`src/rtl/core/tdl_pkg.sv`:
```
// ---------------------------------------------------------------------------
// tdl_pkg
// Types and constants of the two-wire display bus listener.
// ---------------------------------------------------------------------------
`default_nettype none

package tdl_pkg;

    localparam int BYTE_W      = 8;
    localparam int CNT_W       = 4;
    localparam int CFG_INDEX_W = 8;
    localparam int IN_DATA_W   = 16;
    localparam int OUT_DATA_W  = 32;

    localparam logic [BYTE_W-1:0] KEY_BIT_MASK = 8'h80;

    localparam logic [BYTE_W-1:0] KEY_READ_CMD_RST     = 8'h4F;
    localparam logic [BYTE_W-1:0] DIGIT_ONE_ADDR_RST   = 8'h68;
    localparam logic [BYTE_W-1:0] DIGIT_TWO_ADDR_RST   = 8'h6A;
    localparam logic [BYTE_W-1:0] DIGIT_THREE_ADDR_RST = 8'h6C;

    localparam logic [CNT_W-1:0] CNT_BYTE_DONE = 4'd8;
    localparam logic [CNT_W-1:0] CNT_ACK_DONE  = 4'd9;
    localparam logic [CNT_W-1:0] CNT_MAX       = 4'd15;
    localparam logic [CNT_W-1:0] BITS_KEY_DONE = 4'd8;
    localparam logic [CNT_W-1:0] BITS_RELEASED = 4'd9;

    typedef enum logic [CFG_INDEX_W-1:0] {
        CFG_KEY_READ_CMD     = 8'd0,
        CFG_DIGIT_ONE_ADDR   = 8'd1,
        CFG_DIGIT_TWO_ADDR   = 8'd2,
        CFG_DIGIT_THREE_ADDR = 8'd3
    } cfg_index_t;

    typedef struct packed {
        logic [BYTE_W-1:0] digit_three_addr;
        logic [BYTE_W-1:0] digit_two_addr;
        logic [BYTE_W-1:0] digit_one_addr;
        logic [BYTE_W-1:0] key_read_cmd;
    } cfg_t;

    typedef struct packed {
        logic              hold_off;
        logic [BYTE_W-1:0] key_code;
        logic              sda;
        logic              scl;
    } sample_t;

    typedef struct packed {
        logic              in_frame;
        logic              key_reply_active;
        logic [BYTE_W-1:0] digit_three;
        logic [BYTE_W-1:0] digit_two;
        logic [BYTE_W-1:0] digit_one;
        logic              sda_level;
        logic              sda_drive;
    } result_t;

endpackage

`default_nettype wire

```
`src/rtl/core/tdl_core.sv`:
```
// ---------------------------------------------------------------------------
// tdl_core
// Bus protocol state: START/STOP detection, byte shifter, ACK and key reply.
// Advances one sample when step_en is high; result is the updated state.
// ---------------------------------------------------------------------------
`default_nettype none

module tdl_core (
    input  wire logic             clk,
    input  wire logic             rst_n,
    input  wire logic             step_en,
    input  wire tdl_pkg::sample_t sample,
    input  wire tdl_pkg::cfg_t    cfg,
    output tdl_pkg::result_t      result
);

    logic                       last_sda_reg, last_sda_next;
    logic                       held_sda_reg, held_sda_next;
    logic                       last_scl_reg, last_scl_next;
    logic                       receiving_reg, receiving_next;
    logic                       second_byte_reg, second_byte_next;
    logic                       acking_reg, acking_next;
    logic                       replying_reg, replying_next;
    logic [tdl_pkg::CNT_W-1:0]  clock_count_reg, clock_count_next;
    logic [tdl_pkg::CNT_W-1:0]  bits_sent_reg, bits_sent_next;
    logic [tdl_pkg::BYTE_W-1:0] shift_byte_reg, shift_byte_next;
    logic [tdl_pkg::BYTE_W-1:0] first_byte_reg, first_byte_next;
    logic [tdl_pkg::BYTE_W-1:0] digit_one_reg, digit_one_next;
    logic [tdl_pkg::BYTE_W-1:0] digit_two_reg, digit_two_next;
    logic [tdl_pkg::BYTE_W-1:0] digit_three_reg, digit_three_next;
    logic                       drive_enable_reg, drive_enable_next;
    logic                       drive_level_reg, drive_level_next;

    always_comb
    begin
        logic [tdl_pkg::BYTE_W-1:0] shifted;

        last_sda_next     = last_sda_reg;
        held_sda_next     = held_sda_reg;
        last_scl_next     = last_scl_reg;
        receiving_next    = receiving_reg;
        second_byte_next  = second_byte_reg;
        acking_next       = acking_reg;
        replying_next     = replying_reg;
        clock_count_next  = clock_count_reg;
        bits_sent_next    = bits_sent_reg;
        shift_byte_next   = shift_byte_reg;
        first_byte_next   = first_byte_reg;
        digit_one_next    = digit_one_reg;
        digit_two_next    = digit_two_reg;
        digit_three_next  = digit_three_reg;
        drive_enable_next = drive_enable_reg;
        drive_level_next  = drive_level_reg;
        shifted           = sample.key_code << bits_sent_reg[2:0];

        if (sample.hold_off)
        begin
            receiving_next    = 1'b0;
            second_byte_next  = 1'b1;
            acking_next       = 1'b0;
            replying_next     = 1'b0;
            clock_count_next  = '0;
            bits_sent_next    = '0;
            shift_byte_next   = '0;
            drive_enable_next = 1'b0;
            drive_level_next  = 1'b1;
            last_sda_next     = sample.sda;
            held_sda_next     = sample.sda;
            last_scl_next     = sample.scl;
        end
        else
        begin
            // data sample frozen while driving the line
            if (!replying_reg && !acking_reg)
                held_sda_next = sample.sda;

            priority if (sample.scl && last_sda_reg && !held_sda_next)
            begin
                receiving_next   = 1'b1;
                second_byte_next = 1'b0;
            end
            else if (sample.scl && !last_sda_reg && held_sda_next)
            begin
                receiving_next   = 1'b0;
                replying_next    = 1'b0;
                second_byte_next = 1'b0;
                clock_count_next = '0;
                shift_byte_next  = '0;
            end
            else if (!last_scl_reg && sample.scl && receiving_reg)
            begin
                if (!replying_reg)
                begin
                    if (clock_count_reg < tdl_pkg::CNT_BYTE_DONE)
                        shift_byte_next = {shift_byte_reg[tdl_pkg::BYTE_W-2:0],
                                           held_sda_next};
                    else
                    begin
                        if (!second_byte_reg)
                        begin
                            first_byte_next = shift_byte_reg;
                            if (shift_byte_reg == cfg.key_read_cmd)
                            begin
                                replying_next    = 1'b1;
                                second_byte_next = 1'b1;
                            end
                        end
                        else
                        begin
                            priority if (first_byte_reg == cfg.digit_one_addr)
                                digit_one_next = shift_byte_reg;
                            else if (first_byte_reg == cfg.digit_two_addr)
                                digit_two_next = shift_byte_reg;
                            else if (first_byte_reg == cfg.digit_three_addr)
                                digit_three_next = shift_byte_reg;
                            else
                                digit_three_next = digit_three_reg;
                        end
                        shift_byte_next  = '0;
                        second_byte_next = ~second_byte_next;
                    end
                    if (clock_count_reg < tdl_pkg::CNT_MAX)
                        clock_count_next = clock_count_reg + 1'b1;
                end
            end
            else if (last_scl_reg && !sample.scl && receiving_reg)
            begin
                if (clock_count_reg == tdl_pkg::CNT_BYTE_DONE && !replying_reg)
                begin
                    drive_enable_next = 1'b1;
                    drive_level_next  = 1'b0;
                    acking_next       = 1'b1;
                end
                else if (acking_reg && clock_count_reg == tdl_pkg::CNT_ACK_DONE)
                begin
                    if (!replying_reg)
                    begin
                        drive_enable_next = 1'b0;
                        drive_level_next  = 1'b1;
                    end
                    acking_next      = 1'b0;
                    clock_count_next = '0;
                end
                if (replying_reg)
                begin
                    priority if (bits_sent_reg < tdl_pkg::BITS_KEY_DONE)
                    begin
                        drive_level_next = |(shifted & tdl_pkg::KEY_BIT_MASK);
                        bits_sent_next   = bits_sent_reg + 1'b1;
                    end
                    else if (bits_sent_reg == tdl_pkg::BITS_KEY_DONE)
                    begin
                        drive_enable_next = 1'b0;
                        drive_level_next  = 1'b1;
                        bits_sent_next    = tdl_pkg::BITS_RELEASED;
                    end
                    else
                    begin
                        replying_next  = 1'b0;
                        bits_sent_next = '0;
                    end
                end
            end
            else
                receiving_next = receiving_reg;

            if (!replying_next)
                last_sda_next = held_sda_next;
            last_scl_next = sample.scl;
        end
    end

    always_ff @(posedge clk or negedge rst_n)
    begin
        if (!rst_n)
        begin
            last_sda_reg     <= 1'b1;
            held_sda_reg     <= 1'b1;
            last_scl_reg     <= 1'b0;
            receiving_reg    <= 1'b0;
            second_byte_reg  <= 1'b0;
            acking_reg       <= 1'b0;
            replying_reg     <= 1'b0;
            clock_count_reg  <= '0;
            bits_sent_reg    <= '0;
            shift_byte_reg   <= '0;
            first_byte_reg   <= '0;
            digit_one_reg    <= '0;
            digit_two_reg    <= '0;
            digit_three_reg  <= '0;
            drive_enable_reg <= 1'b0;
            drive_level_reg  <= 1'b1;
        end
        else if (step_en)
        begin
            last_sda_reg     <= last_sda_next;
            held_sda_reg     <= held_sda_next;
            last_scl_reg     <= last_scl_next;
            receiving_reg    <= receiving_next;
            second_byte_reg  <= second_byte_next;
            acking_reg       <= acking_next;
            replying_reg     <= replying_next;
            clock_count_reg  <= clock_count_next;
            bits_sent_reg    <= bits_sent_next;
            shift_byte_reg   <= shift_byte_next;
            first_byte_reg   <= first_byte_next;
            digit_one_reg    <= digit_one_next;
            digit_two_reg    <= digit_two_next;
            digit_three_reg  <= digit_three_next;
            drive_enable_reg <= drive_enable_next;
            drive_level_reg  <= drive_level_next;
        end
    end

    assign result.sda_drive        = drive_enable_next;
    assign result.sda_level        = drive_level_next;
    assign result.digit_one        = digit_one_next;
    assign result.digit_two        = digit_two_next;
    assign result.digit_three      = digit_three_next;
    assign result.key_reply_active = replying_next;
    assign result.in_frame         = receiving_next;

endmodule

`default_nettype wire

```
`src/rtl/core/two_wire_display_bus_listener_top.sv`:
```
// ---------------------------------------------------------------------------
// two_wire_display_bus_listener_top
// Two-wire display bus listener: one line sample in, one status word out.
// ---------------------------------------------------------------------------
// Usage:
//   s_axis carries one sample request per cycle of the bus lines (scl, sda),
//   the key code to answer with and the hold-off flag.
//   m_axis returns one result per sample: line drive, the three digit
//   registers, key reply and frame flags, all after the sample is applied.
//   cfg writes the four address/command registers; cfg_ready is always high.
//   It is up to the user that writes go in only while no sample is in flight;
//   the block does not enforce it. Path: input register, protocol update,
//   result register. Throughput: one sample per cycle unless m_axis stalls,
//   set by the combinational protocol update between those registers.
//   Reset: protocol state cleared, line released, registers to defaults,
//   both pipeline stages empty.
//   Stall: with m_axis_tready low the result holds; one more sample is taken
//   into the input register, then s_axis_tready drops until the result
//   is taken.
// ---------------------------------------------------------------------------
`default_nettype none

module two_wire_display_bus_listener_top (
    input  wire logic                              clk,
    input  wire logic                              rst_n,
    input  wire logic                              s_axis_tvalid,
    output logic                                   s_axis_tready,
    // scl[0], sda[1], key_code[9:2], hold_off[10], zero[15:11]
    input  wire logic [tdl_pkg::IN_DATA_W-1:0]     s_axis_tdata,
    output logic                                   m_axis_tvalid,
    input  wire logic                              m_axis_tready,
    // sda_drive[0], sda_level[1], digit_one[9:2], digit_two[17:10],
    // digit_three[25:18], key_reply_active[26], in_frame[27], zero[31:28]
    output logic [tdl_pkg::OUT_DATA_W-1:0]         m_axis_tdata,
    input  wire logic                              cfg_valid,
    output logic                                   cfg_ready,
    input  wire logic [tdl_pkg::CFG_INDEX_W-1:0]   cfg_index,
    input  wire logic [tdl_pkg::BYTE_W-1:0]        cfg_data
);

    localparam int SAMPLE_W = $bits(tdl_pkg::sample_t);
    localparam int RESULT_W = $bits(tdl_pkg::result_t);

    tdl_pkg::cfg_t    cfg_reg;
    tdl_pkg::sample_t in_data_reg;
    logic             in_valid_reg;
    logic             out_valid_reg;
    tdl_pkg::result_t out_data_reg;
    tdl_pkg::result_t step_result;
    logic             advance;

    assign cfg_ready     = 1'b1;
    assign advance       = in_valid_reg && (!out_valid_reg || m_axis_tready);
    assign s_axis_tready = !in_valid_reg || !out_valid_reg || m_axis_tready;

    always_ff @(posedge clk or negedge rst_n)
    begin
        if (!rst_n)
        begin
            cfg_reg.key_read_cmd     <= tdl_pkg::KEY_READ_CMD_RST;
            cfg_reg.digit_one_addr   <= tdl_pkg::DIGIT_ONE_ADDR_RST;
            cfg_reg.digit_two_addr   <= tdl_pkg::DIGIT_TWO_ADDR_RST;
            cfg_reg.digit_three_addr <= tdl_pkg::DIGIT_THREE_ADDR_RST;
        end
        else if (cfg_valid)
        begin
            unique case (tdl_pkg::cfg_index_t'(cfg_index))
                tdl_pkg::CFG_KEY_READ_CMD:     cfg_reg.key_read_cmd     <= cfg_data;
                tdl_pkg::CFG_DIGIT_ONE_ADDR:   cfg_reg.digit_one_addr   <= cfg_data;
                tdl_pkg::CFG_DIGIT_TWO_ADDR:   cfg_reg.digit_two_addr   <= cfg_data;
                tdl_pkg::CFG_DIGIT_THREE_ADDR: cfg_reg.digit_three_addr <= cfg_data;
                default: ;
            endcase
        end
    end

    always_ff @(posedge clk or negedge rst_n)
    begin
        if (!rst_n)
        begin
            in_valid_reg  <= 1'b0;
            out_valid_reg <= 1'b0;
        end
        else
        begin
            if (s_axis_tready)
                in_valid_reg <= s_axis_tvalid;
            if (advance)
                out_valid_reg <= 1'b1;
            else if (m_axis_tready)
                out_valid_reg <= 1'b0;
        end
    end

    always_ff @(posedge clk)
    begin
        if (s_axis_tvalid && s_axis_tready)
            in_data_reg <= tdl_pkg::sample_t'(s_axis_tdata[SAMPLE_W-1:0]);
        if (advance)
            out_data_reg <= step_result;
    end

    tdl_core u_core (
        .clk     (clk),
        .rst_n   (rst_n),
        .step_en (advance),
        .sample  (in_data_reg),
        .cfg     (cfg_reg),
        .result  (step_result)
    );

    assign m_axis_tvalid = out_valid_reg;
    assign m_axis_tdata  = {{(tdl_pkg::OUT_DATA_W - RESULT_W){1'b0}}, out_data_reg};

endmodule

`default_nettype wire

```
`config.mk`:
```
export PLATFORM = sky130hd
export DESIGN_NAME = two_wire_display_bus_listener_top
export DESIGN_NICKNAME = d
export VERILOG_FILES = /design/src/rtl/core/tdl_pkg.sv /design/src/rtl/core/tdl_core.sv /design/src/rtl/core/two_wire_display_bus_listener_top.sv
export SDC_FILE = /design/constraint.sdc
export NUM_CORES = 1
export LEC_CHECK = 0
export BUFFER_PORTS_ARGS = -buffer_cell sky130_fd_sc_hd__buf_2
export CAP_MARGIN = 20
export CORE_ASPECT_RATIO = 0.8
export CORE_MARGIN = 4
export CORE_UTILIZATION = 40
export DETAILED_ROUTE_END_ITERATION = 12
export GPL_TIMING_DRIVEN = 0
export PLACE_DENSITY_LB_ADDON = 0.2
export SYNTH_ARGS = -nofsm -noshare
export SYNTH_HDL_FRONTEND = slang
export SYNTH_SLANG_ARGS = --single-unit
```
`constraint.sdc`:
```
create_clock -name clk -period 7.6 [get_ports clk]
set_clock_uncertainty 0.05 [all_clocks]
set_input_delay 1.14 -clock clk [delete_from_list [all_inputs] [get_ports clk]]
set_output_delay 1.14 -clock clk [all_outputs]
set_load 0.1 [all_outputs]
```
Word level (Yosys, flattened, before mapping)
Cells that the tools add are included.
{"block": "word_totals", "regBits": 130, "inputBits": 37, "word_cells": 225}
{"block": "classes", "n_lt_le_gt_ge": 3, "eq_ne": 20, "addsub": 2, "bitwise_logic": 7, "shifts": 1, "n_reduce_logical": 44, "muxes": 115}
{"op": "8-bit 2-to-1 mux", "n": 33}
{"op": "4-bit 2-to-1 mux", "n": 17}
{"op": "1-bit 2-to-1 mux", "n": 65}
{"op": "8-bit equality test", "n": 4}
{"op": "8-bit by 2-bit equality test with 1-bit output (second input constant)", "n": 2}
{"op": "1-bit logical AND", "n": 13}
{"op": "4-bit equality test (second input constant)", "n": 3}
{"op": "4-bit less-than comparator (second input constant)", "n": 3}
{"op": "6-bit AND reduction", "n": 2}
{"op": "4-bit nonzero test", "n": 3}
{"op": "2-bit AND reduction", "n": 5}
{"op": "4-bit by 1-bit adder with 4-bit output (second input constant)", "n": 2}
{"op": "8-bit by 1-bit equality test with 1-bit output (second input constant)", "n": 1}
{"op": "1-bit logical NOT", "n": 8}
{"op": "8-bit logical NOT", "n": 1}
{"op": "2-bit != test (second input constant)", "n": 4}
{"op": "4-bit by 2-bit != test with 1-bit output (second input constant)", "n": 2}
{"op": "4-bit != test (second input constant)", "n": 2}
{"op": "4-bit AND reduction", "n": 2}
{"op": "8-bit AND reduction", "n": 1}
{"op": "8-bit by 3-bit << shifter with 8-bit output", "n": 1}
{"op": "1-bit NOT", "n": 7}
{"op": "7-bit AND reduction", "n": 1}
{"op": "2-bit nonzero test", "n": 3}
{"op": "4 further kinds", "n": 7}

Logic depth before layout (Yosys ltp)
Gate-level depths: netlist (run 1).
{"block": "logic_depth", "word_depth": 16, "ltp_mapped": 7, "ltp_nobuf": 7}

By module
Synthesis (run 1) repeated with hierarchy kept, for this count alone.
{"block": "hier_totals", "cells_unflattened": 469, "area_unflattened_um2": 6277.3}
{"module": "tdl_core", "seq_area_each_um2": 1430.1, "instances": 1, "cells_each": 344, "area_each_um2": 3691.0}
{"module": "two_wire_display_bus_listener_top", "seq_area_each_um2": 2042.0, "instances": 1, "cells_each": 125, "area_each_um2": 2586.2}

Least setup slack after synthesis (run 1)
OpenSTA, ideal clock, no wires.
{"block": "synth_path", "kind": "input to register", "startpoint": "in m_axis_tready", "endpoint": "reg u_core.digit_three_reg[0] in the netlist's numbering", "stages": 7, "setup_time_ns": 0.125, "arrival_time_ns": 3.217, "n_path_buf": 1, "path_slack_ns": 4.208, "path_cell_list": "nand2b_1 nand2_1 clkinv_1 nand2_1 a2111o_1 clkbuf_1 mux2_2"}
{"block": "synth_via", "elab_chain_len": 2}
{"item": "from (decl)", "line": "two_wire_display_bus_listener_top.sv:31", "rtl": "input wire logic m_axis_tready,"}
{"item": "1-bit logical OR", "line": "two_wire_display_bus_listener_top.sv:53", "rtl": "assign advance = in_valid_reg && (!out_valid_reg || m_axis_tready);"}
{"item": "1-bit logical AND", "line": "two_wire_display_bus_listener_top.sv:53"}
{"item": "named net advance", "line": "two_wire_display_bus_listener_top.sv:50", "rtl": "logic advance;"}
{"item": "to (signal assigned)", "line": "tdl_core.sv:209", "rtl": "digit_three_reg <= digit_three_next;"}
{"item": "to (decl)", "line": "tdl_core.sv:30", "rtl": "logic [tdl_pkg::BYTE_W-1:0] digit_three_reg, digit_three_next;"}
The timed path passes the listed nets, and every way through them passes these cells.
A chain may end at the register's enable or synchronous reset.

Worst setup path after layout (run 1)
{"block": "layout_path", "startpoint": "in m_axis_tready", "endpoint": "reg u_core.digit_three_reg[7] in the netlist's numbering"}
The elaborated chain is that of the path after synthesis.

==> flow_results.org, run 1 <==
** Run status
- The run finished with clean final reports.

** Cells and area
- After routing the design area is 7271 um2.
- Max FFs per register :: 32
- After the last flow step, the layout net total stands at 601.
- Cells with a size suffix above 1 make up 38.81% of the layout.
- Number of antenna repair diodes :: 0
- From synthesis to final layout, the design area changed by 18.96%.

** Critical path
- Among cell families on the critical path, the largest total delay comes from buffers and inverters.
- The worst register-to-register path has a depth of 7.
- Together, buffers and inverters on the worst path number 3.
- Crit-path slowest cell :: clkinv_1
- R2R Path End :: m_axis_tdata[2]
- Cell repeated most along the worst path :: nand2_1
- The critical path goes through buf_2 -> nand2b_1 -> nand2_1 -> clkinv_1 -> nand2_1 -> a2111o_1 -> clkbuf_1 -> mux2_2.
- The worst setup path is launched from an input pin.
- The worst setup path is captured at a register.
- Launch point of the worst reg-to-reg path :: u_core.replying_reg
- Largest stage delay on the critical path :: 0.66 ns
- STA puts the critical path data arrival time at 3.43 ns.
- The critical path is of the in -> reg type.
- Register-to-Register Setup Slack :: 4.88 ns
- At the worst endpoint, the required time is 7.85 ns.
- Along the worst path, the maximum fanout reaches 17.

** Yosys
- After synthesis, flip-flops and latches occupy 56.81% of the total area.
- Most used flip-flop cell after synthesis :: dfrtp_1
- Number of flops mapped to enable cells by yosys :: 39
- The synthesized netlist contains 63 unique library cells.
- Syn. warnings :: 0
- In this run, synthesis produced a sequential element count of 130.
- Of all cell types, the one taking the most synthesized area is dfrtp_1.
- Average instance area after synthesis :: 12.89 um2
- Synth top area share :: 29.48%
- The synthesized netlist occupies a cell area of 6112 um2.
- In the synthesized netlist the async set-or-reset flop fraction comes to 70.00%.
- Number of standard cells after synthesis :: 474
- Area contributors post-synth :: dfrtp_1, edfxtp_1, mux2_2, dfstp_2, xnor2_1

** Placed design
- The congestion estimate from routability-driven global placement came to 0.8505.
- Summing all placed instances gives a cell area of 6723 um2.
- Half-perimeter wire length of the detailed placement result :: 9379 um
- Post-placement setup slack :: 3.927 ns
- PortBufs :: 61

** Min path
- Beginning of the worst hold path :: u_core.held_sda_reg
- Number of cells traversed by the worst hold path :: 2
- The path class of the tightest hold or removal check is reg -> reg.
- Hold Path End :: u_core.held_sda_reg

** Routing
- Per-cell via count in the routed design :: 5.213
- In this run, the number of DRC markers left after iteration 0 of detailed routing was 297.
- In the final routed layout, each cell accounts on average for 17.27 um.
- After detailed routing, the total wire length is 13,150 um.
- Final ANT Viol Nets :: 0
- Detailed-routing iteration count for the pre-antenna-repair pass :: 5
- For this run, design rule violations remaining after detail routing come to 0.
- Vias :: 3,967

** Global routing
- The first global-routing pass estimated 21,800 um of wire.
- For met2 alone, demand over resource in global routing was 24.23%.
- After global routing, the most crowded layer is met2.
- The total overflow left after global routing is 0.
- In the global route stage, met3 resource usage came out at 4.983%.
- Global routing usage on met1 :: 22.14%
- Vias in the first global route :: 4,159
- Pin count of the biggest net entering global routing :: 65
- The number of antenna violations at the first check in global routing was 0.
- Tot GR Track Use :: 15.96%

** Timing
- The number of hold violations in the final report came to 0.
- Summed over all failing endpoints, the final setup total negative slack is 0 ns.
- The final critical path takes up 41.87% of the cycle.
- Derived from the worst setup path, the maximum achievable clock frequency is 0.3142 GHz.
- At the pin with the least slew margin, the transition time is 0.8342 ns.
- Across all hold checks on the routed design, the worst slack comes to 0.4461 ns.
- Setup violations remaining at the end of the flow were counted as 0.
- The worst pin sits at a relative slew slack of 43.96%.
- Setup repair after global routing left no endpoint under its margin.
- The clock period could shrink to 3.182 ns.
- Max-slew violation count :: 0
- After layout, the worst setup slack is 4.418 ns.

** Floorplanning
- The die is 146.2 um wide.
- The total area inside the core boundary comes to 15,010 um2.
- 72 I/O pins were placed.
- Effective utilization at floorplan :: 40.71%
- The initialized floorplan defines 40 standard-cell rows.
- Height of the die :: 118.6 um
- Area of the die :: 17,330 um2

** CTS
- Once the clock tree was built, the setup fixing pass inserted 0 buffers.
- Clock tree synthesis selected as its root buffer the cell clkbuf_16.
- Clock tree from TritonCTS :: yes
- Clock edge transition at the registers on the reported setup and hold paths :: 0.06 ns
- H-tree level count :: 4
- Number of buffers added by the clock tree synthesis step :: 17
- Hold repair after CTS inserted 0 buffers.
- # resized after CTS :: 0
- The clock net in this run drives a total of 130 sinks.
- For the worst-skew pair, the clock arrives at the later sink with an insertion delay of 0.42 ns.
- No sink is reached through more buffers than the 2 on the longest clock path.

** Pwr
- Summed over all cells, the static leakage comes to 3.197 nW.
- Peak supply drop :: 118.6 uV
- In this run the power density over the cells is 257.6 nW/um2.

** Job
- Number of violations of the max-capacitance limit :: 0
## cells by family after synthesis
family                   after synthesis  synth area share [%]
other                                  2                0.1229
buffers and inverters                 35                 2.600
AND/OR/NAND/NOR                      118                 11.07
multiplexers                          92                 17.28
adder cells (fa/ha/maj)                5                 1.024
AO/OA/AOI/OAI                         60                 6.510
XOR/XNOR                              32                 4.585
flip-flops                           130                 56.81
## routing by layer
metal | vias to the layer above | part of all wire [%]
met5 | - | 0
met4 | 0 | 0.87
met3 | 9 | 5.1
met2 | 80 | 46
met1 | 1990 | 48
li1 | 1888 | -
## Yosys cell counts, drive strengths merged (2+ instances only)
master	count
buf	6
nand3	9
xor2	8
nor4	5
and3b	2
xnor2	24
edfxtp	39
nand4b	2
nor2b	2
nand2	45
and4b	2
mux4	2
a21o	4
o31ai	4
or2	2
nor2	16
conb	2
ha	5
nor3	6
a211o	2
dfstp	19
a31oi	3
a21oi	6
o21ai	26
nand2b	7
nand4	10
inv	9
mux2i	2
nand3b	2
mux2	88
dfrtp	72
clkbuf	19
a21bo	2
## worst max path at each step
| stage | from | end | slack [ns] | depth (start not counted) |
|---|---|---|---|---|
| finish | m_axis_tready | u_core.digit_three_reg[7] | 4.42 | 8 |
| global route | m_axis_tready | u_core.digit_three_reg[6] | 4.29 | 8 |
| CTS | m_axis_tready | u_core.digit_three_reg[2] | 4.38 | 8 |
| detailed placement | m_axis_tready | u_core.digit_three_reg[2] | 3.93 | 8 |
| global placement | m_axis_tready | u_core.digit_three_reg[6] | 3.46 | 8 |
| floorplan | m_axis_tready | u_core.digit_three_reg[0] | 4.21 | 7 |
## where the power goes
part	internal, mW	switching (mW)
sequential	0.771	0.0296
clock	0.450	0.305
combinational	0.0851	0.232
total	1.31	0.566
## layout make-up
| class | instances | area [um2] |
|---|---|---|
| plain buffers | 25 | 121.4 |
| clock buffers | 20 | 436.7 |
| clock inverters | 12 | 111.4 |
| fillers | 1344 | 7744 |
| inverters | 10 | 37.54 |
| multi-input cells | 312 | 2492 |
| flip-flops and latches | 130 | 3472 |
| well taps | 189 | 236.5 |
| repair buffers | 63 | 362.8 |
## placed cells by master, fill, tap and decap left out, types with 4 or more instances in the layout
cell       count
mux2_2        88
dfrtp_1       72
buf_2         60
nand2_1       45
edfxtp_1      39
o21ai_0       25
xnor2_1       24
clkbuf_1      21
dfstp_2       19
clkbuf_16     17
nor2_1        16
nand4_1       10
inv_1          9
nand3_1        9
xor2_1         8
nand2b_1       7
a21oi_1        6
buf_4          6
ha_1           5
conb_1         5
a21o_1         4
o31ai_1        4
## metrics by stage
stage | utilization (%) | cells | total power [mW]
3_3_place_gp | 44.39 | 727 | 1.118
4_1_cts | 48.43 | 761 | 1.892
3_5_place_dp | 44.78 | 729 | 1.130
6_report | 48.43 | 761 | 1.873
2_1_floorplan | - | 477 | 1.041
5_1_grt | 48.43 | 761 | 1.953
## worst reg2reg max path, delay by kind of cell (launching register included)
kind	cells	cell delay, ns
AND/OR/NAND/NOR	2	0.86
flip-flops	1	0.42
multiplexers	1	0.42
AO/OA/AOI/OAI	2	0.41
buffers and inverters	2	0.30
(Power assumes the default switching activity.)
==> run 2: changes to the inputs <==
==> constraint.sdc (replaced) <==
create_clock -name clk -period 2.67 [get_ports clk]
set_clock_uncertainty 0.05 [all_clocks]
set_input_delay 0.4005 -clock clk [delete_from_list [all_inputs] [get_ports clk]]
set_output_delay 0.4005 -clock clk [all_outputs]
set_load 0.1 [all_outputs]
==> run 2 against run 1 <==
  * Core utilization grew 1.3 points
  * Global-route usage grew 0.19 points
  * Combinational power grew to 2.9 times the previous value
  * Final cell count up 0.79%
  * Cell area grew 2.6%
  * Register-to-register slack lost 4.8 ns
  * Clock-buffer cell count decreased by 2
  * Worst hold slack worse by 0.35 ns
  * Critical path type is now reg -> reg
==> flow_results.org, run 2 (synthesized netlist as in run 1, its figures left out) <==
** Run status
- Outcome :: finished, final reports clean

** Cells and area
- Max FFs per register :: 32
- Share of final-layout standard cells stronger than drive strength 1 :: 40.48%
- Leaving out fill and tap cells, the most frequent cells in the layout are mux2_2, dfrtp_1, buf_2.
- Growth of design area from synthesis to finish :: 22.05%
- Layout Cells excl Fill :: 767
- Post-Route Utilization :: 49.68%
- Layout net count :: 607
- Commonest non-fill, non-tap cell in the layout :: mux2_2
- 0 antenna diodes ended up in the layout.

** Routing
- Per-cell via count in the routed design :: 5.275
- DRT iter0 DRCs :: 352
- After detailed routing, the number of remaining DRC violations is 0.
- In the final routed layout, each cell accounts on average for 17.28 um.
- Total Routed Length :: 13,250 um
- The detail route stage leaves a number of antenna-violating nets equal to 0.
- For this block, the via count after detailed routing is 4,046.
- Detailed-routing iteration count for the pre-antenna-repair pass :: 4

** Critical path
- R2R Path End :: m_axis_tdata[9]
- CP arrival :: 2.69 ns
- Critical path endpoint category :: register
- The critical path is of the reg -> reg type.
- Launch point of the worst reg-to-reg path :: u_core.replying_reg
- STA puts the critical path data required time at 2.79 ns.
- Startpoint types :: register
- Along the worst path, the maximum fanout reaches 8.
- Across all register-to-register paths, the minimum setup slack is 0.10 ns.
- Measured in cells, the most critical reg-to-reg path has a length of 7.

** Global routing
- The number of antenna violations at the first check in global routing came to 0.
- For this run, the total global-route usage over all layers was measured as 16.16%.
- Wire length of the first global-routing pass :: 21,720 um
- Entering global routing, the biggest net connects 47 pins.
- The number of global-route vias before repair was 4,112.
- GRT overflow :: 0

** Pwr
- Combinational cells account for 15.7% of the total power.
- Cell area power density :: 778.1 nW/um2
- Total net switching power :: 1.673 mW
- Total design power :: 5.804 mW
- Sequential cells account for 39.3% of the total power.
- Switching part of the total power :: 28.83%
- Leakage power figure :: 3.278 nW
- Clock network power share :: 45.1%
- Peak supply drop :: 496.7 uV
- Pint :: 4.131 mW

** Timing
- The total count of max-transition violations in the final report came to 0.
- For the finished layout, the period the worst path requires is 2.567 ns.
- For the pin with the worst max-slew slack, the measured transition is 0.7941 ns.
- Number of failing setup endpoints in the final timing report :: 0
- Hold slack final :: 0.09778 ns
- Unrepaired setup endpoints after global routing :: false
- Count of final hold-check violations :: 0
- Measured against its own limit, the worst slew margin works out to 46.66%.
- Period utilisation layout :: 96.14%
- Timing would allow up to 0.3896 GHz.

** CTS
- TritonCTS built the clock tree.
- The clock passes through at most 2 buffers.
- CTS saw 130 sinks.
- In this run the number of H-tree levels came out at 4.
- For the worst-skew pair, the clock arrives at the later sink with an insertion delay of 0.42 ns.
- Number of buffers added by the clock tree synthesis step :: 17
- Clock edge transition at the registers on the reported setup and hold paths :: 0.06 ns
- Root buf cell :: clkbuf_16

** Min path
- Hold Path End :: in_data_reg[4]
- The min-delay analysis places its worst path in the category in -> reg.
- The worst hold path begins at s_axis_tdata[4].
- Number of cells traversed by the worst hold path :: 1

** Floorplanning
- The total area inside the core boundary comes to 15,010 um2.
- For this design the top-level I/O count stands at 72.
- For this configuration, the core starts out at a cell density of 40.71%.
- # rows :: 40
- Area of the die :: 17,330 um2
- Height of the die :: 118.6 um
- The die is 146.2 um wide.

** Job
- Number of violations of the max-capacitance limit :: 0

** Placed design
- GPL Wtd Cong :: 0.8449
- The number of placed instances, taps included, is 728.
- Port buffering added 61 buffers.
- After legalization and detailed placement, the total HPWL measured 9110 um.
[run 2: cell types whose count changed in the layout (fill, tap and decap cells not counted), sizes merged]
cell and change:
inv +1, buf +5, dlygate4sd3 +1, clkinvlp -1, clkinv -2, bufinv +4, clkbuf -2
[run 2: repair_timing]
item,4_1_cts,5_1_grt
pin swaps,1,5
buffers inserted,0,6
setup endpoints to repair,24,53
hold endpoints to repair,39,0
hold buffers,1,0
gates resized for setup,2,3
[run 2: worst max path at each step]
stage	start	to	slack, ns
3_5_place_dp	m_axis_tready	u_core.digit_three_reg[6]	-0.23
3_3_place_gp	m_axis_tready	u_core.digit_three_reg[6]	-0.16
5_1_grt	u_core.replying_reg	m_axis_tdata[9]	0.02
2_1_floorplan	m_axis_tvalid	u_core.digit_three_reg[0]	0.17
4_1_cts	cfg_reg[14]	u_core.digit_three_reg[6]	0.008
6_report	u_core.replying_reg	m_axis_tdata[9]	0.10
[run 2: critical path, cell delays in order (launching register included)]
cell	delay, ns
dfrtp_1	0.42
or3b_1	0.38
clkbuf_2	0.17
a21o_1	0.23
a21bo_1	0.19
buf_6	0.14
nor3_4	0.33
mux2_2	0.40
[run 2: power groups by stage]
stage	Sequential [mW]	Clock, mW	Combinational [mW]
after global placement	2.31	0	0.867
after CTS	2.28	2.67	0.904
after global routing	2.30	2.76	0.984
final	2.28	2.62	0.909
after detailed placement	2.32	0	0.894
after floorplan	2.51	0	0.453
[run 2: per-layer routing]
metal | global-route usage [%] | wire length, um
met1 | 22.05 | 6177
met2 | 24.52 | 6190
met3 | 5.174 | 702
met4 | 5.229 | 182
met5 | 0 | 0
[run 2: per-stage QoR]
| stage | area, um2 | setup TNS, ns | setup slack, ns |
|---|---|---|---|
| 6_report | 7460 | 0 | 0.1031 |
| 5_1_grt | 7460 | 0 | 0.01704 |
| 4_1_cts | 7383 | 0 | 0.008157 |
| 3_5_place_dp | 6698 | -2.565 | -0.2276 |
| 3_3_place_gp | 6668 | -1.590 | -0.1597 |
| 2_1_floorplan | 6126 | 0 | 0.1667 |
[run 2: final cells by class]
| class | count | area [um2] |
|---|---|---|
| clock inverter | 14 | 226.5 |
| sequential | 130 | 3473 |
| tap | 189 | 236.5 |
| fill | 1284 | 7555 |
| buffer | 25 | 121.4 |
| multi-input combinational | 312 | 2517 |
| inverter | 10 | 42.54 |
| clock buffer | 18 | 439.2 |
| timing repair buffer | 69 | 402.9 |
==> run 3: changes to the inputs <==
--- a/config.mk
+++ b/config.mk
@@ -12,7 +12,7 @@
 export CORE_UTILIZATION = 40
 export DETAILED_ROUTE_END_ITERATION = 12
 export GPL_TIMING_DRIVEN = 0
-export PLACE_DENSITY_LB_ADDON = 0.2
+export PLACE_DENSITY_LB_ADDON = 0.15
 export SYNTH_ARGS = -nofsm -noshare
 export SYNTH_HDL_FRONTEND = slang
 export SYNTH_SLANG_ARGS = --single-unit
==> run 3 against run 2 <==
  * Critical path type unchanged
  * Register-to-register slack is essentially flat
  * Final cell count is 0.26% lower
  * Via count is 0.52% lower
  * Sequential share of layout area did not move
  * Routed wire length about the same
  * Cell area unchanged
  * Global-route usage barely moved
==> flow_results.org, run 3 (synthesized netlist as in run 1, its figures left out) <==
** Routing
- Dividing the detail-routed wire length by the instance count gives 17.31 um.
- Per-cell via count in the routed design :: 5.261
- For this run, design rule violations remaining after detail routing come to 0.
- The routed design has 13,240 um of wire.
- Vias :: 4,025
- DRT iter0 DRCs :: 235
- The first detailed-routing pass took 4 iterations.
- The count of nets left with antenna violations once routing finished came out at 0.

** Placed design
- Post-placement setup slack :: -0.2324 ns
- In this run the tool buffered the top-level ports with 61 buffer cells.
- After detailed placement, the total cell area comes to 6698 um2.
- Half-perimeter wire length of the detailed placement result :: 9113 um
- At the end of routability-driven placement, the weighted congestion stood at 0.8427.
- The number of placed instances, taps included, is 728.

** Global routing
- For this run the aggregate overflow at the end of global routing stands at 0.
- The number of antenna violations at the first check in global routing was 0.
- Entering global routing, the biggest net connects 51 pins.
- Global routing consumed, over all layers together, 16.15% of the routing resources.
- The number of global-route vias before repair came to 4,105.
- Wire length of the first global-routing pass :: 21,790 um

** Cells and area
- The final layout contains 605 nets.
- Number of antenna repair diodes :: 0
- Post-Layout Inst Area :: 7460 um2
- Cells fill 49.68% of the core in the end.
- Most frequent cells in the layout :: mux2_2, dfrtp_1, buf_2
- Relative to the synthesized area, the layout overhead comes to 22.05%.
- Commonest non-fill, non-tap cell in the layout :: mux2_2
- Max FFs per register :: 32
- The count of cells in the finished layout, fillers not included, comes to 765.
- Share of final-layout standard cells stronger than drive strength 1 :: 40.10%

** CTS
- Counting the buffers created by CTS gives 17.
- For the worst-skew pair, the clock arrives at the later sink with an insertion delay of 0.42 ns.
- Clock sinks :: 130
- The tree is rooted in a clkbuf_16.
- Clock tree from TritonCTS :: yes
- H-tree level count :: 4
- Maximum buffer depth of the clock tree :: 2
- Clock-pin slew was measured on the worst setup and hold paths at 0.06 ns.

** Critical path
- In this run the worst path has a maximum fanout of 8.
- The worst setup path is of the reg -> reg kind.
- The worst setup path is captured at a register.
- CP arrival :: 2.69 ns
- For the worst setup path, the data required time is 2.78 ns.
- STA classifies the critical path startpoint as a register.
- Walking the worst path, the cells encountered are or3b_1 -> clkbuf_2 -> a21o_1 -> a21bo_1 -> buf_6 -> nor3_4 -> mux2_2.
- In this design, the stage delay of the slowest critical-path cell is 0.43 ns.
- Crit-path slowest cell :: dfrtp_1

** Timing
- Setup violations remaining at the end of the flow were counted as 0.
- Worst setup margin :: 0.09665 ns
- Period utilisation layout :: 96.38%
- Unrepaired setup endpoints after global routing :: true
- Adding up every negative setup slack in the final design gives 0 ns.
- Maximum clock frequency :: 0.3886 GHz
- At the pin with the least slew margin, the transition time is 0.8245 ns.
- Normalized max-slew margin :: 44.61%
- The number of hold violations in the final report came to 0.
- Hold slack final :: 0.1116 ns
- The total count of max-transition violations in the final report is 0.
- Minimum clock period :: 2.573 ns

** Floorplanning
- 72 I/O pins were placed.
- Height of the die :: 118.6 um
- Area of the die :: 17,330 um2
- The initial utilization of the core area, before any placement, comes to 40.71%.
- Horizontal extent of the die :: 146.2 um
- # rows :: 40
- Floorplan core area :: 15,010 um2

** Pwr
- The completed layout was analyzed and its total power is 5.739 mW.
- Peak supply drop :: 542.9 uV
- Leakage power figure :: 3.267 nW
- In this run the power density over the cells is 769.4 nW/um2.

** Run status
- Outcome :: finished, final reports clean

** Min path
- Min-delay worst type :: in -> reg

** Job
- Number of violations of the max-capacitance limit :: 0
run 3: report_power, final:
group	internal [mW]	total, mW	switching (mW)
sequential	2.20	2.29	0.0897
clock	1.68	2.55	0.869
combinational	0.243	0.904	0.661
total	4.12	5.74	1.62
run 3: what timing repair did:
| item | 4_1_cts | 5_1_grt |
|---|---|---|
| pin swaps | 1 | 5 |
| endpoints found under the hold margin | 35 | 0 |
| resized for setup | 3 | 3 |
| buffers inserted | 0 | 4 |
| hold buffers | 1 | 0 |
| setup endpoints to repair | 24 | 55 |
run 3: metal layers:
metal | GRT usage (%) | vias to the layer above | wire, um
li1 | - | 1887 | -
met1 | 22.60 | 2042 | 6496
met2 | 24.02 | 80 | 5957
met3 | 4.714 | 16 | 623
met4 | 5.523 | 0 | 161
met5 | 0 | - | 0
run 3: critical path: cells and delay by family (launching register included):
kind | cells | cell delay [ns]
buf+inv | 2 | 0.32
mux | 1 | 0.40
simple gates | 2 | 0.72
compound gates | 2 | 0.40
flops | 1 | 0.43
run 3: path summary, 6_finish.rpt:
check / from / slack (ns) / to / depth (start not counted)
worst max-delay path: u_core.replying_reg / 0.1 / m_axis_tdata[3] / 7
max in group asynchronous: rst_n / 1.37 / cfg_reg[30] / 3
worst min register to register: u_core.drive_enable_reg / 0.43 / u_core.drive_enable_reg / 2
worst min-delay path: s_axis_tdata[10] / 0.11 / in_data_reg[10] / 1
min in group asynchronous: rst_n / 0.50 / u_core.bits_sent_reg[2] / 2
worst max register to register: u_core.replying_reg / 0.1 / m_axis_tdata[3] / 7
run 3: layout make-up:
cell class	count	area (um2)
buffer	25	121.4
clock buffer	19	442.9
clock inverter	13	209.0
fill	1359	7555
inverter	10	42.54
multi-input combinational	312	2521
sequential	130	3473
tap	189	236.5
timing repair buffer	67	412.9
